===== src/rtl/pdc_pkg.sv =====
// Shared constants, codes and types of the PWM duty-cycle capture block.
// No dependencies; imported by every module of the block.
`default_nettype none

package pdc_pkg;

  localparam int TIMER_BITS = 16;
  localparam int STAMP_W    = 32;
  localparam int CAP_W      = 16;
  localparam int OVF_W      = 16;
  localparam int DUTY_W     = 7;
  localparam int DIGIT_W    = 4;
  localparam int DIGITS     = STAMP_W / DIGIT_W;
  localparam int STEP_W     = $clog2(DIGITS);
  localparam int PROD_W     = STAMP_W + DUTY_W;

  localparam int OUT_FIELDS_W = 1 + 2 * STAMP_W + DUTY_W;
  localparam int OUT_TDATA_W  = ((OUT_FIELDS_W + 7) / 8) * 8;

  localparam logic [CAP_W-1:0] CAP_MASK =
    (TIMER_BITS >= CAP_W) ? {CAP_W{1'b1}} : CAP_W'((1 << TIMER_BITS) - 1);

  localparam logic [DUTY_W-1:0] PCT_SCALE = 7'd100;

  localparam logic [1:0] PH_RISE1 = 2'd0;
  localparam logic [1:0] PH_FALL  = 2'd1;
  localparam logic [1:0] PH_RISE2 = 2'd2;

  localparam logic KIND_CAPTURE = 1'b0;
  localparam logic KIND_TICK    = 1'b1;

  localparam logic EDGE_RISE = 1'b0;
  localparam logic EDGE_FALL = 1'b1;

  typedef logic [STAMP_W-1:0] stamp_t;

  typedef struct packed {
    stamp_t             high;
    stamp_t             period;
    logic [DUTY_W-1:0]  duty;
  } eng_res_t;

endpackage

`default_nettype wire


===== src/rtl/pdc_engine.sv =====
// Serial measurement engine: digit-serial timestamp subtraction and a
// bit-per-cycle restoring divider for the duty percentage. Uses pdc_pkg.
`default_nettype none

module pdc_engine
  import pdc_pkg::*;
(
  input  wire logic     clk,
  input  wire logic     rst,
  input  wire logic     start,
  input  wire stamp_t   rise,
  input  wire stamp_t   fall,
  input  wire stamp_t   second,
  output logic          done,
  output eng_res_t      res
);

  localparam logic [1:0] E_IDLE = 2'd0;
  localparam logic [1:0] E_SUB  = 2'd1;
  localparam logic [1:0] E_MUL  = 2'd2;
  localparam logic [1:0] E_DIV  = 2'd3;

  localparam logic [STEP_W-1:0] STEP_LAST = STEP_W'(DIGITS - 1);
  localparam logic [STEP_W-1:0] DIV_LAST  = STEP_W'(DUTY_W - 1);

  logic [1:0]        st;
  logic [STEP_W-1:0] cnt;
  stamp_t            sh_rise;
  stamp_t            sh_fall;
  stamp_t            sh_sec;
  stamp_t            high_sh;
  stamp_t            per_sh;
  logic              b_h;
  logic              b_p;
  logic              b_c;
  logic              pnz;
  logic [PROD_W-1:0] rem;
  logic [PROD_W-1:0] dsh;
  logic [DUTY_W-1:0] quo;
  logic [DUTY_W-1:0] duty;

  logic [DIGIT_W:0]  dif_h;
  logic [DIGIT_W:0]  dif_p;
  logic [DIGIT_W:0]  dif_c;
  logic [PROD_W:0]   trial;
  logic              take;
  logic [PROD_W-1:0] prod;

  always_comb begin
    dif_h = {1'b0, sh_fall[DIGIT_W-1:0]} - {1'b0, sh_rise[DIGIT_W-1:0]}
            - (DIGIT_W+1)'(b_h);
    dif_p = {1'b0, sh_sec[DIGIT_W-1:0]} - {1'b0, sh_rise[DIGIT_W-1:0]}
            - (DIGIT_W+1)'(b_p);
    dif_c = {1'b0, dif_h[DIGIT_W-1:0]} - {1'b0, dif_p[DIGIT_W-1:0]}
            - (DIGIT_W+1)'(b_c);
    trial = {1'b0, rem} - {1'b0, dsh};
    take  = !trial[PROD_W];
    prod  = PROD_W'(high_sh) * PROD_W'(PCT_SCALE);
  end

  always_ff @(posedge clk) begin
    if (rst) begin
      st   <= E_IDLE;
      done <= 1'b0;
    end else begin
      case (st)
        E_IDLE: begin
          done <= 1'b0;
          if (start) begin
            sh_rise <= rise;
            sh_fall <= fall;
            sh_sec  <= second;
            b_h     <= 1'b0;
            b_p     <= 1'b0;
            b_c     <= 1'b0;
            pnz     <= 1'b0;
            cnt     <= '0;
            st      <= E_SUB;
          end
        end
        E_SUB: begin
          // advance one digit of high, period and the high-vs-period compare
          done    <= 1'b0;
          sh_rise <= sh_rise >> DIGIT_W;
          sh_fall <= sh_fall >> DIGIT_W;
          sh_sec  <= sh_sec >> DIGIT_W;
          high_sh <= {dif_h[DIGIT_W-1:0], high_sh[STAMP_W-1:DIGIT_W]};
          per_sh  <= {dif_p[DIGIT_W-1:0], per_sh[STAMP_W-1:DIGIT_W]};
          b_h     <= dif_h[DIGIT_W];
          b_p     <= dif_p[DIGIT_W];
          b_c     <= dif_c[DIGIT_W];
          pnz     <= pnz | (|dif_p[DIGIT_W-1:0]);
          cnt     <= cnt + 1'b1;
          if (cnt == STEP_LAST) begin
            st <= E_MUL;
          end
        end
        E_MUL: begin
          if (!pnz) begin
            duty <= '0;
            done <= 1'b1;
            st   <= E_IDLE;
          end else if (!b_c) begin
            duty <= PCT_SCALE;
            done <= 1'b1;
            st   <= E_IDLE;
          end else begin
            done <= 1'b0;
            rem  <= prod;
            dsh  <= PROD_W'(per_sh) << (DUTY_W - 1);
            cnt  <= '0;
            st   <= E_DIV;
          end
        end
        E_DIV: begin
          if (take) begin
            rem <= trial[PROD_W-1:0];
          end
          quo  <= {quo[DUTY_W-2:0], take};
          dsh  <= dsh >> 1;
          cnt  <= cnt + 1'b1;
          done <= (cnt == DIV_LAST);
          if (cnt == DIV_LAST) begin
            duty <= {quo[DUTY_W-2:0], take};
            st   <= E_IDLE;
          end
        end
        default: begin
          done <= 1'b0;
          st   <= E_IDLE;
        end
      endcase
    end
  end

  assign res.high   = high_sh;
  assign res.period = per_sh;
  assign res.duty   = duty;

endmodule

`default_nettype wire


===== src/rtl/pwm_duty_cycle_capture.sv =====
// PWM duty-cycle capture: top level with the capture phase sequencer,
// overflow counter and output register. Uses pdc_pkg and pdc_engine.
//
// Feed one beat per timer event: tuser high for an overflow tick, low for a
// capture with the latched timer value in tdata. Every input beat yields one
// output beat giving the edge to arm next; the third capture of a cycle also
// carries high time, period and duty percent, with tuser set. Ticks and the
// first two captures go through the hold state into the output register; the
// closing capture also goes through the 4-bit-per-cycle timestamp
// subtractors and the one-bit-per-cycle duty divider, which is skipped
// when the period is zero or no longer than the high time. One input beat
// is processed at a time; a finished beat waits in the output register
// while the next input beat is taken.
`default_nettype none

module pwm_duty_cycle_capture
  import pdc_pkg::*;
(
  input  wire logic                   clk,
  input  wire logic                   rst,
  input  wire logic                   s_tvalid,
  output logic                        s_tready,
  input  wire logic [CAP_W-1:0]       s_tdata,  // capture_value
  input  wire logic                   s_tuser,  // kind
  output logic                        m_tvalid,
  input  wire logic                   m_tready,
  output logic [OUT_TDATA_W-1:0]      m_tdata,  // next_edge, high_ticks, period_ticks,
                                                // duty_percent
  output logic                        m_tuser   // done_res
);

  localparam logic [1:0] S_IDLE = 2'd0;
  localparam logic [1:0] S_CALC = 2'd1;
  localparam logic [1:0] S_HOLD = 2'd2;

  logic [1:0]        st;
  logic [1:0]        phase;
  logic [OVF_W-1:0]  ovf;
  stamp_t            rise_stamp;
  stamp_t            fall_stamp;
  stamp_t            sec_stamp;
  logic              start;

  logic              res_edge;
  logic              res_done;
  eng_res_t          res;

  logic              eng_done;
  eng_res_t          eng_res;

  logic              acc;
  logic              out_free;
  stamp_t            ovf_shift;
  stamp_t            stamp;

  assign s_tready = (st == S_IDLE);
  assign acc      = s_tvalid && s_tready;
  assign out_free = !m_tvalid || m_tready;

  always_comb begin
    ovf_shift = STAMP_W'(ovf) << TIMER_BITS;
    stamp     = ovf_shift | STAMP_W'(s_tdata & CAP_MASK);
  end

  always_ff @(posedge clk) begin
    if (rst) begin
      st    <= S_IDLE;
      phase <= PH_RISE1;
      ovf   <= '0;
      start <= 1'b0;
    end else begin
      start <= acc && (s_tuser == KIND_CAPTURE) && (phase == PH_RISE2);
      case (st)
        S_IDLE: begin
          if (acc) begin
            res_done <= 1'b0;
            res      <= '0;
            if (s_tuser == KIND_TICK) begin
              ovf      <= ovf + 1'b1;
              res_edge <= (phase == PH_FALL) ? EDGE_FALL : EDGE_RISE;
              st       <= S_HOLD;
            end else begin
              case (phase)
                PH_FALL: begin
                  fall_stamp <= stamp;
                  phase      <= PH_RISE2;
                  res_edge   <= EDGE_RISE;
                  st         <= S_HOLD;
                end
                PH_RISE2: begin
                  sec_stamp <= stamp;
                  phase     <= PH_RISE1;
                  ovf       <= '0;
                  st        <= S_CALC;
                end
                default: begin
                  rise_stamp <= stamp;
                  phase      <= PH_FALL;
                  res_edge   <= EDGE_FALL;
                  st         <= S_HOLD;
                end
              endcase
            end
          end
        end
        S_CALC: begin
          if (eng_done) begin
            res_edge <= EDGE_RISE;
            res_done <= 1'b1;
            res      <= eng_res;
            st       <= S_HOLD;
          end
        end
        S_HOLD: begin
          if (out_free) begin
            st <= S_IDLE;
          end
        end
        default: begin
          st <= S_IDLE;
        end
      endcase
    end
  end

  always_ff @(posedge clk) begin
    if (rst) begin
      m_tvalid <= 1'b0;
    end else if (st == S_HOLD && out_free) begin
      m_tvalid <= 1'b1;
      m_tdata  <= OUT_TDATA_W'({res.duty, res.period, res.high, res_edge});
      m_tuser  <= res_done;
    end else if (m_tready) begin
      m_tvalid <= 1'b0;
    end
  end

  pdc_engine u_engine (
    .clk    (clk),
    .rst    (rst),
    .start  (start),
    .rise   (rise_stamp),
    .fall   (fall_stamp),
    .second (sec_stamp),
    .done   (eng_done),
    .res    (eng_res)
  );

endmodule

`default_nettype wire


===== config.mk =====
export PLATFORM = sky130hd
export DESIGN_NAME = pwm_duty_cycle_capture
export DESIGN_NICKNAME = d
export VERILOG_FILES = /design/src/rtl/pdc_pkg.sv /design/src/rtl/pdc_engine.sv /design/src/rtl/pwm_duty_cycle_capture.sv
export SDC_FILE = /design/constraint.sdc
export NUM_CORES = 1
export LEC_CHECK = 0
export ABC_AREA = 1
export BUFFER_PORTS_ARGS = -buffer_cell sky130_fd_sc_hd__buf_2
export CAP_MARGIN = 20
export CORE_UTILIZATION = 65
export CTS_CLUSTER_SIZE = 14
export DETAILED_ROUTE_END_ITERATION = 6
export PLACE_DENSITY = 0.83
export SETUP_SLACK_MARGIN = 0.4
export SLEW_MARGIN = 10
export SYNTH_ARGS = -nofsm -noshare
export SYNTH_HDL_FRONTEND = slang
export SYNTH_HIERARCHICAL = 1
export SYNTH_SLANG_ARGS = --single-unit

===== constraint.sdc =====
create_clock -name clk -period 22.1 [get_ports clk]
set_input_delay 4.42 -clock clk [delete_from_list [all_inputs] [get_ports clk]]
set_output_delay 4.42 -clock clk [all_outputs]
set_load 0.02 [all_outputs]

==> metrics.csv, run 1 <==
metric;value;unit
Hold Slack;0.418;ns
Seq. cell area;15500;µm²
Net Count, Synth;2975;
Post-Syn Area;26800;µm²
area grow syn2layout;10.9;%
Die ar.;42000;µm²
DRT iter0 DRCs;1325;
antenna diode count;0;
Critical Path, Cell by Cell;buf_2, inv_1, nand2_1, nor2_4, buf_12, nand2_1, inv_2;
wire per inst;16.4;µm
via count;18600;
Net Sw Frac;20.2;%
first-pass GRT wire length;90.3;mm
Sequential Power Share;53.4;%
Core Region;40200;µm²
delay-heaviest family, CP;buffers and inverters;
Post CTS Setup Buffer Count;0;
Worst Min Path Start;res[47];
Clk pwr share;44.6;%
Port Buffers;95;
CTS Buffer Depth;3;
fraction of registers with async set/reset;0;%
Hold Path Class;register to register;
Post-Synthesis Cells;2760;
area of the multi-input gates;9180;µm²
unrepaired setup endpoints after global routing;no;
CTS tree;built;
P_sw;0.000417;W
final WL;56.6;mm
Initial Utilization;66.6;%
pwr dens;69.7;nW/µm²
Worst EP required;22.30;ns
Hold Fails Final Rpt;0;
EDFF count, synth;499;
Pre-Repair DR Iteration Count;5;
H-tree depth;2;
Critical Path Start Type;primary input;
Setup violations, final;0;
Max Slew Vio Count;0;
Critical path buffers and inverters;4;
number of global-route vias before repair;18700;
status;finished clean;
RePlAce Congestion;0.933;
critical path capture point type;register;
worst slew pin tran;1.07;ns
ys flop type;edfxtp_1;
Via density;5.41;
combinational share of power;2.1;%
Yosys cell types;44;
Syn Area/Cell;9.69;µm²
Critical Path AT;6.35;ns
crit path max fanout;39;
Critical Path Slowest Stage Cell;inv_2;
GRT Total Usage;27.5;%
Die W;205;µm
Num CTS Buffers;52;
Tcrit/Tclk final;27.8;%
worst IR drop on VDD;90.1;µV
Rel. slew slack;28.2;%
cts repair resizes;0;
FILL cells;2732;
Remaining DRCs;0;
hold buffers post-CTS;0;
Warnings, synthesis;6;
setup TNS;0;ns
global route overflow;0;
die extent in y;205;µm
sequential share of the synthesized area;57.9;%
dpl hpwl;38.6;mm
largest net degree at the start of global routing;117;
final net count;3095;
Rows;73;
clock latency on the worst-skew pair;0.61;ns
Final ANT Viol Nets;0;
#FFs+latches synth;524;
initial antenna violation count;0;
clock-pin slew on the worst setup and hold paths;0.06;ns
Pleak;13.6;nW
layout cells sized above 1;9.68;%
# IOs;96;
maximum capacitance violations;0;
kind of critical path;primary input to register;
CTS Sinks;524;
Max Fclk;162;MHz
CP startpoint;rst;
min cycle time layout;6.15;ns
final total power;0.00207;W
CP peak stage delay;0.71;ns
internal power;0.00165;W
CTS root buf;clkbuf_16;
Clock Skew;0.0384;ns
RR Startpoint;u_engine/high_sh[6];
Top cell by count, worst path;nand2_1;
[layout by cell type (no fill, tap or decap), types with 4 or more instances in the layout]
master      count
nand2_1       801
inv_1         506
edfxtp_1      499
nor2_1        250
ha_1          162
nand3_1        98
buf_2          95
o21ai_0        91
a21oi_1        77
clkbuf_16      52
fa_1           32
nand2_2        27
dfxtp_1        25
nor3_1         19
nor2_2         14
nand4_1        13
buf_4          13
nor2_4         12
inv_2          11
clkbuf_1       11
nand3_2        10
xor2_1          9
bufinv_16       9
xnor2_1         9
clkinv_2        8
nand3b_1        8
clkinv_1        7
o21bai_1        6
or2_2           5
a21oi_2         5
clkinvlp_4      4
[layer usage]
metal  track usage, %  up-vias  wire, µm
met2             50.4      553     29600
li1                 -     9082         -
met3             3.34      134      2720
met1             32.2     8873     22200
met4             12.3        0      2130
met5                0        -         0
[area by class of cell]
| class | instances | share of cell area [%] |
|---|---|---|
| Sequential cell | 524 | 52.2 |
| Multi-Input combinational cell | 1675 | 30.9 |
| Inverter | 517 | 6.54 |
| Clock buffer | 63 | 4.52 |
| Tap cell | 525 | 2.21 |
| Timing Repair Buffer | 110 | 2.07 |
| Clock inverter | 34 | 1.53 |
[sequential cells by signal, indices dropped and copies added (netlist names), 38 cells and up]
register      cells
u_engine/rem     39
res              71
m_tdata          72
u_engine/dsh     38
[power by group through the flow]
stage          clock network (W)  logic (W)  registers (W)
5_1_grt                 0.000970  0.0000465        0.00110
3_3_place_gp                   0  0.0000409        0.00112
4_1_cts                 0.000934  0.0000432        0.00110
6_report                0.000922  0.0000428        0.00110
3_5_place_dp                   0  0.0000427        0.00112
2_1_floorplan                  0  0.0000188        0.00113
[worst register-to-register path, cell delays in order (launching register included)]
cell and delay [ns]:
edfxtp_1 0.50, ha_1 0.36, ha_1 0.30, inv_1 0.05, fa_1 0.50, inv_1 0.04, ha_1 0.36, nand2_1 0.16
nor2_1 0.06, nor2_1 0.18, nand2_2 0.11, nand2_1 0.09, nand2_2 0.09, o21ai_0 0.38, o21ai_0 0.17
[final timing paths]
kind / slack (ns) / cells past startpoint / endpoint
worst min-delay path: 0.42 / 0 / m_tdata[9]
worst min register to register: 0.42 / 0 / m_tdata[9]
worst max register to register: 18.51 / 14 / u_engine/rem[21]
worst max-delay path: 15.95 / 7 / u_engine/rem[3]
[cell usage after synthesis (2+ instances only)]
master,instances,area share [%]
nand3_1,98,1.8
nand3_2,10,0.37
clkbuf_1,18,0.25
nand3b_1,8,0.22
o22ai_1,3,0.070
and2_1,2,0.047
o21ai_0,91,1.7
dfxtp_1,25,1.9
nor2_2,11,0.26
or2_2,5,0.12
fa_1,32,2.4
nor2_1,257,3.6
or2_0,2,0.047
nand2_1,802,11
a21oi_1,77,1.4
buf_2,24,0.45
xor2_1,9,0.29
a21o_1,2,0.056
nor2_4,8,0.34
inv_1,507,7.1
nor3_1,20,0.37
o21bai_1,6,0.17
nand4_1,13,0.30
inv_2,10,0.14
xnor2_1,9,0.29
o21ai_1,3,0.056
nor3_2,2,0.075
ha_1,162,7.6
nand2_2,27,0.63
edfxtp_1,499,56
a21oi_2,5,0.16
[cells by family after synthesis]
kind of cell	share of synthesized area [%]
buf+inv	8.02
xor+xnor	0.589
flops	57.9
fa+ha+maj	9.97
simple gates	19.7
compound gates	3.88
[through the flow]
step	setup WS (ns)	cells	cell area, µm²	utilization (%)
2_1_floorplan	11.67	2760	26800	-
3_3_place_gp	15.08	3349	27800	69.3
3_5_place_dp	14.92	3349	27800	69.3
4_1_cts	15.50	3446	29600	73.7
5_1_grt	15.89	3448	29700	73.8
6_report	15.95	3448	29700	73.8
Power figures use the tool's default switching activity.
==> run 2, diff against run 1 <==
- CORE_UTILIZATION: 65 -> 63
- PLACE_DENSITY: 0.83 -> 0.81
- clock period: 22.1 -> 6.35 ns (I/O delays scaled with it)
==> run 2 against run 1 <==
  * Die area is 3.1% higher
  * Clock power grew to 3.2 times the previous value
  * Clock skew decreased by 0.025 ns
  * Routed wire length shrank 5.3%
  * First-iteration DRC count is 2.0% lower
  * Flip-flop and latch count is the same
  * Core utilization fell by 3.4 points
  * Final cell count is 0.38% higher
  * Sequential share of layout area increased by 0.20 points
  * Highest routed layer is now met5
  * Worst hold slack lost 0.0012 ns
==> metrics.csv, run 2 (synthesis gave the netlist of run 1 again) <==
metric;value;unit;change
Post-Place Worst Slack;2.43;ns;-12.49 ns
CTS tree;built;;
clock-pin slew on the worst setup and hold paths;0.06;ns;about the same
Worst EP required;6.67;ns;-15.63 ns
CTS Buffer Depth;3;;unchanged
H-tree depth;2;;unchanged
initial antenna violation count;1;;+1
hold buffers post-CTS;0;;unchanged
largest net degree at the start of global routing;116;;-0.85%
area grow syn2layout;10.5;%;
most frequent cells in the layout;nand2_1 (801), inv_1 (506), edfxtp_1 (499), nor2_1 (250), ha_1 (162);;
Max Slew Vio Count;0;;unchanged
placed insts;3364;;+0.45%
first-pass GRT wire length;88.5;mm;-2.0%
clock latency on the worst-skew pair;0.60;ns;about the same
Tcrit/Tclk final;54.9;%;
RePlAce Congestion;0.943;;+1.1%
final setup margin;2.86;ns;-13.08 ns
RR Startpoint;u_engine/high_sh[3];;
pwr dens;234;nW/µm²;+240%
CTS root buf;clkbuf_16;;
Critical Path Slowest Stage Cell;fa_1;;
Remaining DRCs;0;;unchanged
Critical Path AT;3.81;ns;-2.54 ns
Rel. slew slack;27.4;%;-0.83 points
Hold Path Class;register to register;;
Pleak;13.5;nW;-0.46%
Max Fclk;287;MHz;
FILL cells;2999;;+9.8%
final WL;53.6;mm;-5.3%
CP startpoint;u_engine/high_sh[3];;
wire per inst;15.5;µm;-5.7%
unrepaired setup endpoints after global routing;no;;
Setup violations, final;0;;unchanged
Die ar.;43300;µm²;+3.1%
Port Buffers;95;;unchanged
maximum capacitance violations;0;;unchanged
Final ANT Viol Nets;0;;unchanged
final net count;3095;;unchanged
CP peak stage delay;0.47;ns;-0.24 ns
Worst Min Path Start;res[37];;
layout cells sized above 1;9.41;%;-0.27 points
Critical Path Start Type;register;;
Hold Slack;0.416;ns;-0.00116 ns
CTS Sinks;524;;unchanged
Hold Fails Final Rpt;0;;unchanged
Top cell by count, worst path;ha_1;;
biggest registers after layout;m_tdata: 72 flops, res: 71 flops, u_engine/rem: 39 flops;;
Num CTS Buffers;51;;-1.9%
crit path max fanout;6;;-85%
max reg flops;72;;unchanged
Core Region;41900;µm²;+4.4%
# IOs;96;;unchanged
Post CTS Setup Buffer Count;0;;unchanged
die extent in y;208;µm;+1.6%
delay-heaviest family, CP;adder cells;;
dpl hpwl;38.4;mm;-0.35%
most flop-heavy register;m_tdata;;
DRT iter0 DRCs;1299;;-2.0%
critical path capture point type;register;;
status;finished clean;;
number of global-route vias before repair;18500;;-1.0%
Via density;5.23;;-3.2%
min cycle time layout;3.49;ns;
final cell count without fillers;3461;;+0.38%
Critical path buffers and inverters;0;;-4
Pre-Repair DR Iteration Count;5;;unchanged
Clock Skew;0.0134;ns;-0.0250 ns
Critical Path, Cell by Cell;ha_1, ha_1, fa_1, ha_1, a21oi_2, nand2_2, nand3_1, nand2_2, nand2_1, nand2_1, o21ai_0, o21ai_0;;
setup TNS;0;ns;unchanged
Die W;208;µm;+1.6%
worst IR drop on VDD;293;µV;+230%
GRT Total Usage;25.7;%;-1.8 points
Rows;75;;+2.7%
global route overflow;0;;unchanged
commonest non-fill, non-tap cell in the layout;nand2_1;;
via count;18100;;-2.9%
kind of critical path;register to register;;
worst slew pin tran;1.09;ns;+0.0182 ns
cts repair resizes;0;;unchanged
Initial Utilization;63.8;%;-2.8 points
## run 2: final cells by class
type	count	area, µm²	share of cell area, %
flip-flops and latches	524	15500	52.4
well taps	539	674	2.28
clock inverters	22	229	0.775
repair buffers	111	628	2.12
diodes	1	2.50	0.00847
inverters	517	1940	6.57
clock buffers	72	1410	4.76
multi-input cells	1675	9190	31.1
## run 2: power breakdown
part / total [W] / switching, W / internal [W]
logic: 0.000146 / 0.000108 / 0.0000382
registers: 0.00384 / 0.0000182 / 0.00382
clock network: 0.00294 / 0.00127 / 0.00168
total: 0.00693 / 0.00139 / 0.00553
## run 2: path summary, 6_finish.rpt
check	end	slack, ns	cells past startpoint
min	m_tdata[63]	0.42	0
min reg2reg	m_tdata[63]	0.42	0
max	u_engine/rem[15]	2.86	12
max reg2reg	u_engine/rem[15]	2.86	12
## run 2: per-stage QoR
stage               power, W  cell area, µm²  util, %
global route         0.00714           29600     70.5
detailed placement   0.00406           27900     66.5
global placement     0.00405           27900     66.4
floorplan            0.00400           26800        -
CTS                  0.00699           29500     70.4
finish               0.00693           29600     70.5
## run 2: routing by layer
layer	vias up	GRT usage, %	share of wire (%)
met5	-	0	0.022
met3	126	3.83	4.4
met2	421	47.1	52
met4	2	11.2	4.0
li1	9098	-	-
met1	8463	29.9	40
## run 2: worst register-to-register path, delay by kind of cell (launching register included)
family / cells / cell delay, ns
AOI/OAI and AO/OA: 3 / 0.84
and+or+nand+nor: 5 / 0.44
adders and majority gates: 4 / 1.49
DFF: 1 / 0.45
